**src/brle_pkg.sv**
```systemverilog
// Shared types and constants of the byte run-length encoder.
`default_nettype none

package brle_pkg;

   // Longest run or literal block, and coded bytes per result word.
   localparam int MAX_BLOCK        = 127;
   localparam int BYTES_PER_RESULT = 4;

   localparam int BYTE_W  = 8;
   localparam int LEN_W   = 7;
   localparam int ADDR_W  = $clog2(MAX_BLOCK);
   localparam int WORD_W  = BYTE_W * BYTES_PER_RESULT;
   localparam int COUNT_W = 3;
   localparam int LANE_W  = $clog2(BYTES_PER_RESULT);

   // Header flag of a repeat block.
   localparam logic [BYTE_W-1:0] RUN_FLAG = 8'h80;

   // Depth of the command queue between the front and back ends.
   localparam int CMDQ_DEPTH = 4;
   localparam int CMDQ_PTR_W = $clog2(CMDQ_DEPTH);
   localparam int CMDQ_CNT_W = $clog2(CMDQ_DEPTH + 1);

   // Commands issued by the classifier.
   typedef enum logic [1:0] {
      CMD_RUN,
      CMD_LIT,
      CMD_END
   } cmd_kind_type;

   typedef struct packed {
      cmd_kind_type            kind;
      logic [LEN_W-1:0]        len;
      logic [BYTE_W-1:0]       data;
      logic                    frame_done;
   } cmd_type;

   // Push side of the command queue.
   typedef struct packed {
      logic    push;
      cmd_type cmd;
   } cmd_push_type;

   // Head of the command queue as seen by the back end.
   typedef struct packed {
      logic    empty;
      cmd_type cmd;
   } cmd_head_type;

   // Write port of the literal store.
   typedef struct packed {
      logic              en;
      logic [ADDR_W-1:0] addr;
      logic [BYTE_W-1:0] data;
   } store_wr_type;

   // One result word.
   typedef struct packed {
      logic [WORD_W-1:0]  word;
      logic [COUNT_W-1:0] count;
      logic               step_last;
      logic               frame_done;
   } rsp_type;

endpackage

`default_nettype wire

```
**src/brle_ram.sv**
```systemverilog
// Generic single-write, single-read RAM with a registered read port.
`default_nettype none

module brle_ram #(
   parameter int WIDTH = 8,
   parameter int DEPTH = 128
) (
   input  wire logic                     clock,
   input  wire logic                     wr_en,
   input  wire logic [$clog2(DEPTH)-1:0] wr_addr,
   input  wire logic [WIDTH-1:0]         wr_data,
   input  wire logic [$clog2(DEPTH)-1:0] rd_addr,
   output logic      [WIDTH-1:0]         rd_data
);

   logic [WIDTH-1:0] mem_ff [DEPTH];
   logic [WIDTH-1:0] rd_data_ff;

   // Write port and registered read port.
   always_ff @(posedge clock) begin
      if (wr_en) begin
         mem_ff[wr_addr] <= wr_data;
      end
      rd_data_ff <= mem_ff[rd_addr];
   end

   assign rd_data = rd_data_ff;

endmodule

`default_nettype wire

```
**src/brle_cmdq.sv**
```systemverilog
// Short command queue between the classifier and the block emitter.
`default_nettype none

module brle_cmdq
   import brle_pkg::*;
(
   input  wire  logic         clock,
   input  wire  logic         reset,
   input  wire  cmd_push_type in_push,
   output logic               full,
   output cmd_head_type       head,
   input  wire  logic         pop
);

   cmd_type               slot_ff [CMDQ_DEPTH];
   logic [CMDQ_PTR_W-1:0] wr_ptr_ff, wr_ptr_in;
   logic [CMDQ_PTR_W-1:0] rd_ptr_ff, rd_ptr_in;
   logic [CMDQ_CNT_W-1:0] cnt_ff, cnt_in;
   logic                  do_push, do_pop;

   assign full       = (cnt_ff == CMDQ_CNT_W'(CMDQ_DEPTH));
   assign head.empty = (cnt_ff == '0);
   assign head.cmd   = slot_ff[rd_ptr_ff];

   assign do_push = in_push.push && !full;
   assign do_pop  = pop && !head.empty;

   // Pointer and occupancy update.
   always_comb begin
      wr_ptr_in = wr_ptr_ff;
      rd_ptr_in = rd_ptr_ff;
      cnt_in    = cnt_ff;
      if (do_push) begin
         wr_ptr_in = (wr_ptr_ff == CMDQ_PTR_W'(CMDQ_DEPTH - 1)) ? '0
                                                               : wr_ptr_ff + 1'b1;
      end
      if (do_pop) begin
         rd_ptr_in = (rd_ptr_ff == CMDQ_PTR_W'(CMDQ_DEPTH - 1)) ? '0
                                                               : rd_ptr_ff + 1'b1;
      end
      if (do_push && !do_pop) begin
         cnt_in = cnt_ff + 1'b1;
      end else if (do_pop && !do_push) begin
         cnt_in = cnt_ff - 1'b1;
      end
   end

   always_ff @(posedge clock) begin
      if (reset) begin
         wr_ptr_ff <= '0;
         rd_ptr_ff <= '0;
         cnt_ff    <= '0;
      end else begin
         wr_ptr_ff <= wr_ptr_in;
         rd_ptr_ff <= rd_ptr_in;
         cnt_ff    <= cnt_in;
      end
   end

   // Command storage.
   always_ff @(posedge clock) begin
      if (do_push) begin
         slot_ff[wr_ptr_ff] <= in_push.cmd;
      end
   end

endmodule

`default_nettype wire

```
**src/brle_front.sv**
```systemverilog
// Front end: accepts raw bytes, keeps the lookahead and classifies bytes into blocks.
`default_nettype none

module brle_front
   import brle_pkg::*;
(
   input  wire  logic              clock,
   input  wire  logic              reset,
   input  wire  logic              req_push,
   output logic                    req_full,
   input  wire  logic [BYTE_W-1:0] req_in_byte,
   input  wire  logic              req_frame_last,
   output cmd_push_type            cmd_out,
   input  wire  logic              cmd_full,
   output store_wr_type            store_wr,
   input  wire  logic              lit_done
);

   typedef enum logic [1:0] {
      F_IDLE,
      F_VISIT,
      F_END
   } state_type;

   typedef enum logic [1:0] {
      M_IDLE,
      M_RUN,
      M_LIT
   } mode_type;

   state_type         state_ff, state_in;
   mode_type          mode_ff, mode_in;
   logic [LEN_W-1:0]  blen_ff, blen_in;
   logic [BYTE_W-1:0] run_byte_ff, run_byte_in;
   logic [1:0]        fill_ff, fill_in;
   logic [BYTE_W-1:0] la0_ff, la0_in, la1_ff, la1_in;
   logic [BYTE_W-1:0] vq_ff [3];
   logic [BYTE_W-1:0] vq_in [3];
   logic [1:0]        vidx_ff, vidx_in;
   logic [1:0]        vcnt_ff, vcnt_in;
   logic              last_ff, last_in;
   logic              produced_ff, produced_in;
   logic              lit_pending_ff, lit_pending_in;

   logic              accept;
   logic              visit_go;
   logic [BYTE_W-1:0] vb, n1, n2;
   logic              h1, h2;
   logic [LEN_W-1:0]  len1;
   logic              lit_go;

   assign req_full = (state_ff != F_IDLE);
   assign accept   = req_push && !req_full;

   // Bytes seen by the current classification: the byte and its two successors.
   always_comb begin
      vb = '0;
      n1 = '0;
      n2 = '0;
      case (vidx_ff)
         2'd0: begin
            vb = vq_ff[0];
            n1 = vq_ff[1];
            n2 = vq_ff[2];
         end
         2'd1: begin
            vb = vq_ff[1];
            n1 = vq_ff[2];
         end
         2'd2: begin
            vb = vq_ff[2];
         end
         default: begin
            vb = '0;
         end
      endcase
      h1 = !last_ff || ({1'b0, vidx_ff} + 3'd1 < {1'b0, vcnt_ff});
      h2 = !last_ff || ({1'b0, vidx_ff} + 3'd2 < {1'b0, vcnt_ff});
   end

   // A classification waits for room in the queue, and for the literal store
   // to be released when it may write there.
   assign visit_go = (state_ff == F_VISIT) && !cmd_full &&
                     ((mode_ff == M_RUN) || !lit_pending_ff);

   // Literal grows only while the next byte differs from this one and from the one after.
   always_comb begin
      len1   = (mode_ff == M_LIT) ? blen_ff + 1'b1 : LEN_W'(1);
      lit_go = h1 && (vb != n1) && (!h2 || (n1 != n2)) && (len1 < LEN_W'(MAX_BLOCK));
   end

   // Next state of the lookahead, classifier and sequencing.
   always_comb begin
      state_in       = state_ff;
      mode_in        = mode_ff;
      blen_in        = blen_ff;
      run_byte_in    = run_byte_ff;
      fill_in        = fill_ff;
      la0_in         = la0_ff;
      la1_in         = la1_ff;
      vq_in          = vq_ff;
      vidx_in        = vidx_ff;
      vcnt_in        = vcnt_ff;
      last_in        = last_ff;
      produced_in    = produced_ff;
      lit_pending_in = lit_pending_ff;
      cmd_out        = '0;
      store_wr       = '0;

      if (lit_done) begin
         lit_pending_in = 1'b0;
      end

      case (state_ff)
         F_IDLE: begin
            if (accept) begin
               produced_in = 1'b0;
               vidx_in     = '0;
               last_in     = req_frame_last;
               if (!req_frame_last) begin
                  if (fill_ff == 2'd2) begin
                     vq_in[0] = la0_ff;
                     vq_in[1] = la1_ff;
                     vq_in[2] = req_in_byte;
                     vcnt_in  = 2'd1;
                     la0_in   = la1_ff;
                     la1_in   = req_in_byte;
                     state_in = F_VISIT;
                  end else begin
                     if (fill_ff == 2'd0) begin
                        la0_in = req_in_byte;
                     end else begin
                        la1_in = req_in_byte;
                     end
                     fill_in = fill_ff + 1'b1;
                  end
               end else begin
                  // End of frame: classify every pending byte and the new one.
                  vq_in[0] = la0_ff;
                  vq_in[1] = la1_ff;
                  vq_in[2] = req_in_byte;
                  if (fill_ff == 2'd0) begin
                     vq_in[0] = req_in_byte;
                  end else if (fill_ff == 2'd1) begin
                     vq_in[1] = req_in_byte;
                  end
                  vcnt_in  = fill_ff + 1'b1;
                  la0_in   = '0;
                  la1_in   = '0;
                  fill_in  = '0;
                  state_in = F_VISIT;
               end
            end
         end

         F_VISIT: begin
            if (visit_go) begin
               case (mode_ff)
                  M_RUN: begin
                     if (h1 && (vb == n1) && (blen_ff + 1'b1 < LEN_W'(MAX_BLOCK))) begin
                        blen_in = blen_ff + 1'b1;
                     end else begin
                        cmd_out.push           = 1'b1;
                        cmd_out.cmd.kind       = CMD_RUN;
                        cmd_out.cmd.len        = blen_ff + 1'b1;
                        cmd_out.cmd.data       = run_byte_ff;
                        mode_in                = M_IDLE;
                        blen_in                = '0;
                     end
                  end
                  M_LIT: begin
                     store_wr.en   = 1'b1;
                     store_wr.addr = ADDR_W'(blen_ff);
                     store_wr.data = vb;
                     if (lit_go) begin
                        blen_in = len1;
                     end else begin
                        cmd_out.push     = 1'b1;
                        cmd_out.cmd.kind = CMD_LIT;
                        cmd_out.cmd.len  = len1;
                        mode_in          = M_IDLE;
                        blen_in          = '0;
                        lit_pending_in   = 1'b1;
                     end
                  end
                  default: begin
                     // No open block: start a run on a pair, otherwise a literal.
                     if (h1 && (vb == n1)) begin
                        mode_in     = M_RUN;
                        blen_in     = LEN_W'(1);
                        run_byte_in = vb;
                     end else begin
                        store_wr.en   = 1'b1;
                        store_wr.addr = '0;
                        store_wr.data = vb;
                        if (lit_go) begin
                           mode_in = M_LIT;
                           blen_in = LEN_W'(1);
                        end else begin
                           cmd_out.push     = 1'b1;
                           cmd_out.cmd.kind = CMD_LIT;
                           cmd_out.cmd.len  = LEN_W'(1);
                           mode_in          = M_IDLE;
                           blen_in          = '0;
                           lit_pending_in   = 1'b1;
                        end
                     end
                  end
               endcase

               if (cmd_out.push) begin
                  produced_in = 1'b1;
               end

               // After the last classification of this transfer, mark its end if the transfer produced a command.
               if (vidx_ff == vcnt_ff - 1'b1) begin
                  state_in = (produced_ff || cmd_out.push) ? F_END : F_IDLE;
                  if (last_ff) begin
                     mode_in = M_IDLE;
                     blen_in = '0;
                  end
               end else begin
                  vidx_in = vidx_ff + 1'b1;
               end
            end
         end

         F_END: begin
            if (!cmd_full) begin
               cmd_out.push           = 1'b1;
               cmd_out.cmd.kind       = CMD_END;
               cmd_out.cmd.frame_done = last_ff;
               state_in               = F_IDLE;
            end
         end

         default: begin
            state_in = F_IDLE;
         end
      endcase
   end

   // Control state.
   always_ff @(posedge clock) begin
      if (reset) begin
         state_ff       <= F_IDLE;
         mode_ff        <= M_IDLE;
         blen_ff        <= '0;
         fill_ff        <= '0;
         la0_ff         <= '0;
         la1_ff         <= '0;
         vidx_ff        <= '0;
         vcnt_ff        <= '0;
         last_ff        <= 1'b0;
         produced_ff    <= 1'b0;
         lit_pending_ff <= 1'b0;
      end else begin
         state_ff       <= state_in;
         mode_ff        <= mode_in;
         blen_ff        <= blen_in;
         fill_ff        <= fill_in;
         la0_ff         <= la0_in;
         la1_ff         <= la1_in;
         vidx_ff        <= vidx_in;
         vcnt_ff        <= vcnt_in;
         last_ff        <= last_in;
         produced_ff    <= produced_in;
         lit_pending_ff <= lit_pending_in;
      end
   end

   // Payload registers.
   always_ff @(posedge clock) begin
      run_byte_ff <= run_byte_in;
      vq_ff       <= vq_in;
   end

endmodule

`default_nettype wire

```
**src/brle_back.sv**
```systemverilog
// Back end: expands commands into coded bytes and packs them into result words.
`default_nettype none

module brle_back
   import brle_pkg::*;
(
   input  wire  logic               clock,
   input  wire  logic               reset,
   input  wire  cmd_head_type       cmd_head,
   output logic                     cmd_pop,
   output logic [ADDR_W-1:0]        store_rd_addr,
   input  wire  logic [BYTE_W-1:0]  store_rd_data,
   output logic                     lit_done,
   output logic                     rsp_empty,
   input  wire  logic               rsp_pop,
   output logic [WORD_W-1:0]        rsp_out_word,
   output logic [COUNT_W-1:0]       rsp_out_count,
   output logic                     rsp_step_last,
   output logic                     rsp_frame_done
);

   typedef enum logic [1:0] {
      B_IDLE,
      B_RUNB,
      B_LIT
   } state_type;

   state_type          state_ff, state_in;
   logic [BYTE_W-1:0]  run_byte_ff, run_byte_in;
   logic [LEN_W-1:0]   lit_n_ff, lit_n_in;
   logic [LEN_W-1:0]   idx_ff, idx_in;
   logic [WORD_W-1:0]  word_ff, word_in;
   logic [COUNT_W-1:0] cnt_ff, cnt_in;

   // Two-entry result queue.
   rsp_type            oq_ff [2];
   logic               oq_wr_ff, oq_rd_ff;
   logic [1:0]         oq_cnt_ff;

   logic               go;
   logic               byte_valid;
   logic [BYTE_W-1:0]  byte_val;
   logic               end_flush;
   logic               end_frame;
   logic               emit;
   rsp_type            emit_rsp;
   logic               oq_pop;

   assign go     = (oq_cnt_ff != 2'd2);
   assign oq_pop = rsp_pop && !rsp_empty;

   // Command sequencing: one coded byte per cycle while the result queue has room.
   always_comb begin
      state_in      = state_ff;
      run_byte_in   = run_byte_ff;
      lit_n_in      = lit_n_ff;
      idx_in        = idx_ff;
      cmd_pop       = 1'b0;
      byte_valid    = 1'b0;
      byte_val      = '0;
      end_flush     = 1'b0;
      end_frame     = 1'b0;
      lit_done      = 1'b0;
      store_rd_addr = ADDR_W'(idx_ff);

      case (state_ff)
         B_IDLE: begin
            store_rd_addr = '0;
            idx_in        = '0;
            if (go && !cmd_head.empty) begin
               cmd_pop = 1'b1;
               case (cmd_head.cmd.kind)
                  CMD_RUN: begin
                     byte_valid  = 1'b1;
                     byte_val    = RUN_FLAG | {1'b0, cmd_head.cmd.len};
                     run_byte_in = cmd_head.cmd.data;
                     state_in    = B_RUNB;
                  end
                  CMD_LIT: begin
                     byte_valid = 1'b1;
                     byte_val   = {1'b0, cmd_head.cmd.len};
                     lit_n_in   = cmd_head.cmd.len;
                     state_in   = B_LIT;
                  end
                  CMD_END: begin
                     end_flush = 1'b1;
                     end_frame = cmd_head.cmd.frame_done;
                  end
                  default: begin
                     cmd_pop = 1'b1;
                  end
               endcase
            end
         end

         B_RUNB: begin
            if (go) begin
               byte_valid = 1'b1;
               byte_val   = run_byte_ff;
               state_in   = B_IDLE;
            end
         end

         B_LIT: begin
            // The read data always belongs to the current index.
            if (go) begin
               byte_valid = 1'b1;
               byte_val   = store_rd_data;
               if (idx_ff == lit_n_ff - LEN_W'(1)) begin
                  lit_done = 1'b1;
                  state_in = B_IDLE;
               end else begin
                  idx_in        = idx_ff + 1'b1;
                  store_rd_addr = ADDR_W'(idx_ff + 1'b1);
               end
            end
         end

         default: begin
            state_in = B_IDLE;
         end
      endcase
   end

   // Packing: a full word leaves when the next byte arrives; at the end marker the word leaves as it stands.
   always_comb begin
      word_in  = word_ff;
      cnt_in   = cnt_ff;
      emit     = 1'b0;
      emit_rsp = '0;
      if (byte_valid) begin
         if (cnt_ff == COUNT_W'(BYTES_PER_RESULT)) begin
            emit           = 1'b1;
            emit_rsp.word  = word_ff;
            emit_rsp.count = cnt_ff;
            word_in        = WORD_W'(byte_val);
            cnt_in         = COUNT_W'(1);
         end else begin
            word_in[{cnt_ff[LANE_W-1:0], 3'b000} +: BYTE_W] = byte_val;
            cnt_in = cnt_ff + 1'b1;
         end
      end else if (end_flush) begin
         emit                = 1'b1;
         emit_rsp.word       = word_ff;
         emit_rsp.count      = cnt_ff;
         emit_rsp.step_last  = 1'b1;
         emit_rsp.frame_done = end_frame;
         word_in             = '0;
         cnt_in              = '0;
      end
   end

   // Sequencer, packer and result queue control.
   always_ff @(posedge clock) begin
      if (reset) begin
         state_ff  <= B_IDLE;
         idx_ff    <= '0;
         word_ff   <= '0;
         cnt_ff    <= '0;
         oq_wr_ff  <= 1'b0;
         oq_rd_ff  <= 1'b0;
         oq_cnt_ff <= '0;
      end else begin
         state_ff <= state_in;
         idx_ff   <= idx_in;
         word_ff  <= word_in;
         cnt_ff   <= cnt_in;
         if (emit) begin
            oq_wr_ff <= !oq_wr_ff;
         end
         if (oq_pop) begin
            oq_rd_ff <= !oq_rd_ff;
         end
         if (emit && !oq_pop) begin
            oq_cnt_ff <= oq_cnt_ff + 1'b1;
         end else if (oq_pop && !emit) begin
            oq_cnt_ff <= oq_cnt_ff - 1'b1;
         end
      end
   end

   // Payload registers.
   always_ff @(posedge clock) begin
      run_byte_ff <= run_byte_in;
      lit_n_ff    <= lit_n_in;
      if (emit) begin
         oq_ff[oq_wr_ff] <= emit_rsp;
      end
   end

   // Result ports show the oldest waiting word.
   assign rsp_empty      = (oq_cnt_ff == 2'd0);
   assign rsp_out_word   = oq_ff[oq_rd_ff].word;
   assign rsp_out_count  = oq_ff[oq_rd_ff].count;
   assign rsp_step_last  = oq_ff[oq_rd_ff].step_last;
   assign rsp_frame_done = oq_ff[oq_rd_ff].frame_done;

endmodule

`default_nettype wire

```
**src/byte_run_length_encoder.sv**
```systemverilog
// Top level of the byte run-length encoder: front end, command queue, back end and literal store.
// Flow: a byte is classified in F_VISIT after the transfer of its second successor (or of the
//   frame's last byte), once the command queue has room and, for a literal byte, the store is free;
//   its coded bytes follow, one coded byte a cycle while the result queue has room. A new byte is
//   refused until the classifications and end marker of the last transfer are done; a literal holds
//   the back end and stalls the next literal store write until it has been read out.
// Reset: synchronous; clears lookahead, open block, queues and packer; the store needs no clearing.
`default_nettype none

module byte_run_length_encoder
   import brle_pkg::*;
(
   input  wire  logic               clock,
   input  wire  logic               reset,
   input  wire  logic               req_push,
   output logic                     req_full,
   input  wire  logic [BYTE_W-1:0]  req_in_byte,
   input  wire  logic               req_frame_last,
   output logic                     rsp_empty,
   input  wire  logic               rsp_pop,
   output logic [WORD_W-1:0]        rsp_out_word,
   output logic [COUNT_W-1:0]       rsp_out_count,
   output logic                     rsp_step_last,
   output logic                     rsp_frame_done
);

   cmd_push_type      cmd_push;
   cmd_head_type      cmd_head;
   logic              cmd_full;
   logic              cmd_pop;
   store_wr_type      store_wr;
   logic [ADDR_W-1:0] store_rd_addr;
   logic [BYTE_W-1:0] store_rd_data;
   logic              lit_done;

   // Classifier.
   brle_front u_front (
      .clock          (clock),
      .reset          (reset),
      .req_push       (req_push),
      .req_full       (req_full),
      .req_in_byte    (req_in_byte),
      .req_frame_last (req_frame_last),
      .cmd_out        (cmd_push),
      .cmd_full       (cmd_full),
      .store_wr       (store_wr),
      .lit_done       (lit_done)
   );

   // Command queue.
   brle_cmdq u_cmdq (
      .clock   (clock),
      .reset   (reset),
      .in_push (cmd_push),
      .full    (cmd_full),
      .head    (cmd_head),
      .pop     (cmd_pop)
   );

   // Bytes of the open literal.
   brle_ram #(
      .WIDTH (BYTE_W),
      .DEPTH (MAX_BLOCK)
   ) u_store (
      .clock   (clock),
      .wr_en   (store_wr.en),
      .wr_addr (store_wr.addr),
      .wr_data (store_wr.data),
      .rd_addr (store_rd_addr),
      .rd_data (store_rd_data)
   );

   // Block emitter and word packer.
   brle_back u_back (
      .clock          (clock),
      .reset          (reset),
      .cmd_head       (cmd_head),
      .cmd_pop        (cmd_pop),
      .store_rd_addr  (store_rd_addr),
      .store_rd_data  (store_rd_data),
      .lit_done       (lit_done),
      .rsp_empty      (rsp_empty),
      .rsp_pop        (rsp_pop),
      .rsp_out_word   (rsp_out_word),
      .rsp_out_count  (rsp_out_count),
      .rsp_step_last  (rsp_step_last),
      .rsp_frame_done (rsp_frame_done)
   );

endmodule

`default_nettype wire
```
**config.mk**
```make
export PLATFORM = sky130hd
export DESIGN_NAME = byte_run_length_encoder
export DESIGN_NICKNAME = d
export VERILOG_FILES = /design/src/brle_pkg.sv /design/src/brle_ram.sv /design/src/brle_cmdq.sv /design/src/brle_front.sv /design/src/brle_back.sv /design/src/byte_run_length_encoder.sv
export SDC_FILE = /design/constraint.sdc
export NUM_CORES = 2
export LEC_CHECK = 0
export BUFFER_PORTS_ARGS = -buffer_cell sky130_fd_sc_hd__buf_2
export CORE_ASPECT_RATIO = 1.2
export CORE_UTILIZATION = 57
export DETAILED_ROUTE_END_ITERATION = 8
export PLACE_DENSITY = 0.73
export SLEW_MARGIN = 20
export SYNTH_ARGS = -nofsm -noshare
export SYNTH_HDL_FRONTEND = slang
export SYNTH_SLANG_ARGS = --single-unit
```
**constraint.sdc**
```tcl
create_clock -name clock -period 9.2 [get_ports clock]
set_clock_uncertainty 0.05 [all_clocks]
set_input_delay 1.38 -clock clock [delete_from_list [all_inputs] [get_ports clock]]
set_output_delay 1.38 -clock clock [all_outputs]
set_load 0.02 [all_outputs]
```
==> summary.md <==
| Metric | Value |
|---|---|
| Status | complete, no violations |
| GRT met3 Usage | 5.77% |
| GRT overflow | 0 |
| Minimum clock period | 6.00 ns |
| WL final | 148 mm |
| R2R Setup Slk | 3.20 ns |
| Commonest cells post-synth | edfxtp_1, nand2_1, nor2_1 |
| Clk_lat worst skew | 0.73 ns |
| Final setup viols | 0 |
| Top_reg_cell synth | edfxtp_1 |
| Post-route ant nets | 0 |
| Leakage power | 19.5 nW |
| Clock share of power | 34.8% |
| Measured slew at the worst slew-check pin | 1.19 ns |
| Worst Path Max Fanout | 26 |
| Initial antenna violation count | 2 |
| Number of synthesized flops with an enable pin | 1209 |
| Reg-to-Reg Start | u_front.vidx_ff[0] |
| Worst hold slack | 0.419 ns |
| Hold Crit Class | reg2reg |
| Largest net degree at the start of global routing | 147 |
| P_sw | 3.90 mW |
| Dpl ws | 3.38 ns |
| Max Slew Vio Count | 0 |
| Initial Util | 57.9% |
| Final period utilization | 65.3% |
| Syn_nets | 4047 |
| Hold path cells | 2 |
| First-pass GRT wire length | 215 mm |
| Seq cells post-synth | 1311 |
| Worst-case reg-to-reg path depth | 13 |
| Critical Path RT | 9.47 ns |
| Die X | 282 microns |
| Most common cell in the netlist | edfxtp_1 |
| Per-cell routed wire length | 27.7 microns |
| # Post-CTS Setup Buffers | 0 |
| Syn Std Cell Area | 53600 sq um |
| Number of DRC markers in iteration 0 | 5175 |
| GP Congestion | 0.997 |
| Area added between synthesis and finish | 9.98% |
| Async S/R FF share, synth | 0% |
| Area leader, netlist | edfxtp_1 |
| Most Crowded Layer GR | met2 |
| Final routed DRC violation total | 0 |
| H-tree Lvls | 3 |
| Cts hold-fix bufs | 0 |
| DP HPWL | 89.3 mm |
| Netlist cell types | 82 |
| Final-report hold violation count | 0 |
| Sequential element share of the synthesized area | 71.5% |
| Sink count of the clock tree | 1311 |
| Comb pwr share | 16.0% |
| Core area | 92700 sq um |
| Yosys top cell area share | 67.7% |
| Max cap viols | 0 |
| Beginning of the worst hold path | u_front.la1_ff[4] |
| Startpoint Class | register |
| Vias in the first global route | 33087 |
| GRT Total Usage | 30.9% |
| CTS clk-pin slew, worst paths | 0.07 ns |
| Syn Inst Count | 3998 |
| Synth area leaders | edfxtp_1, nand2_1, dfxtp_1 |
| Sequential share of power | 49.2% |
| RSZ-0062 raised after global routing | no |
| FP Rows | 122 |
| Cts repair resizes | 0 |
| DR vias/cell | 6.60 |
| Filler cells | 6659 |
| DRT Pass-1 Iters | 7 |
| Setup tns final | 0 ns |
| CTS tree | done |
| I/O pins | 52 |
| Slew headroom | 19.4% |
| Avg Cell Area, Syn | 13.4 sq um |
| Buffers on Ports | 51 |
| Final net count | 4045 |
| Met2 Use GR | 47.1% |
| Sw Ratio | 27.4% |
| Vias | 35232 |
| FMAX | 0.167 GHz |
| Die height | 338 microns |
| PwrDens | 241 nW/um^2 |
| Die area | 95300 sq um |
| Crit path from | u_front.vidx_ff[0] |
| Num CTS Buffers | 118 |
| Ratio of cells with drive above 1 in the final layout | 9.86% |
| Number of synthesis warnings | 0 |
| CP arrival | 6.27 ns |
| Crit end category | register |
| Int Power | 10.3 mW |
| GR Layer Usage met1 | 41.4% |
| WS Path Type | reg2reg |
| Clock Path Buffers | 3 |
| Setup slack after layout | 3.20 ns |
| Maximum vdd drop | 0.160 mV |
| Clock root buffer | clkbuf_16 |
-- layout by cell type (no fill, tap or decap), drive strengths merged, types with 16 or more instances in the layout --
cell type and count:
edfxtp 1209, nand2 709, nor2 304, a21oi 257, nand3 227, clkbuf 149, mux2i 137, buf 115
a22oi 114, dfxtp 102, o21ai 60, mux2 59, clkinv 56, and3 54, a32oi 42, ha 34
nor3 33, nand4 33, inv 31, o22ai 30, and2 26, o211ai 21, a31oi 20, mux4 19
xnor2 18, a221oi 17, a311oi 16
-- registers in the layout (all words and copies together), names as in the netlist, 3 cells and up, named ones only --
register,count
u_cmdq.slot_ff,72
u_back.run_byte_ff,8
u_front.run_byte_ff,8
u_cmdq.cnt_ff,3
u_back.cnt_ff,3
u_front.blen_ff,7
u_front.la1_ff,8
u_store.mem_ff,1016
u_front.vq_ff,24
u_back.word_ff,32
u_back.lit_n_ff,7
u_back.oq_ff,74
u_back.idx_ff,7
u_front.la0_ff,8
u_store.rd_data,8
-- per-stage QoR --
stage / instances / utilization [%] / power, mW / instance area, sq um
after global routing: 5339 / 63.6 / 14.6 / 59000
after CTS: 5338 / 63.6 / 14.2 / 58900
after detailed placement: 5115 / 59.4 / 9.36 / 55000
final: 5342 / 63.7 / 14.2 / 59000
after global placement: 5115 / 59.4 / 9.33 / 55000
after floorplan: 3998 / - / 8.59 / 53600
-- power by group through the flow --
stage | combinational, mW | sequential [mW] | clock, mW
2_1_floorplan | 1.48 | 7.12 | 0
3_3_place_gp | 2.20 | 7.13 | 0
3_5_place_dp | 2.22 | 7.14 | 0
4_1_cts | 2.23 | 7.01 | 4.97
5_1_grt | 2.42 | 7.02 | 5.19
6_report | 2.27 | 7.01 | 4.96
-- cell type report --
type | instances | area [sq um] | area share [%]
well taps | 1240 | 1550 | 2.63
repair buffers | 115 | 813 | 1.38
inverters | 29 | 109 | 0.185
clock inverters | 74 | 647 | 1.10
multi-input cells | 2421 | 14300 | 24.2
clock buffers | 149 | 3250 | 5.50
diodes | 3 | 7.51 | 0.0127
flip-flops and latches | 1311 | 38300 | 65.0
-- final timing paths --
path	endpoint
max	u_store.mem_ff[69][7]
min	u_front.la1_ff[4]
max reg2reg	u_store.mem_ff[69][7]
min reg2reg	u_front.la1_ff[4]
-- cell families after synthesis --
family / count (synthesis) / share of synthesized area [%]
AO/OA/AOI/OAI: 671 / 8.32
adder cells (fa/ha/maj): 36 / 0.868
AND/OR/NAND/NOR: 1468 / 11.9
flip-flops: 1311 / 71.5
buffers and inverters: 266 / 2.23
XOR/XNOR: 31 / 0.506
multiplexers: 215 / 4.62
-- layer usage --
layer / vias up / wire length (microns)
li1: 15062 / -
met3: 481 / 16800
met5: - / 0
met1: 17121 / 54300
met2: 2568 / 67200
met4: 0 / 9780
-- critical path: stages, from the launching register on --
cell	delay [ns]
dfxtp_1	0.46
inv_1	0.16
ha_1	0.50
a222oi_1	0.98
xor2_1	0.21
o32a_1	0.17
o22ai_1	0.07
and4_1	0.26
nor2b_1	0.17
and2_1	0.22
nor2_1	0.18
and3_1	0.33
nand3_2	0.88
nor2_1	0.97
Note: power is estimated with default switching activity, not from simulation.
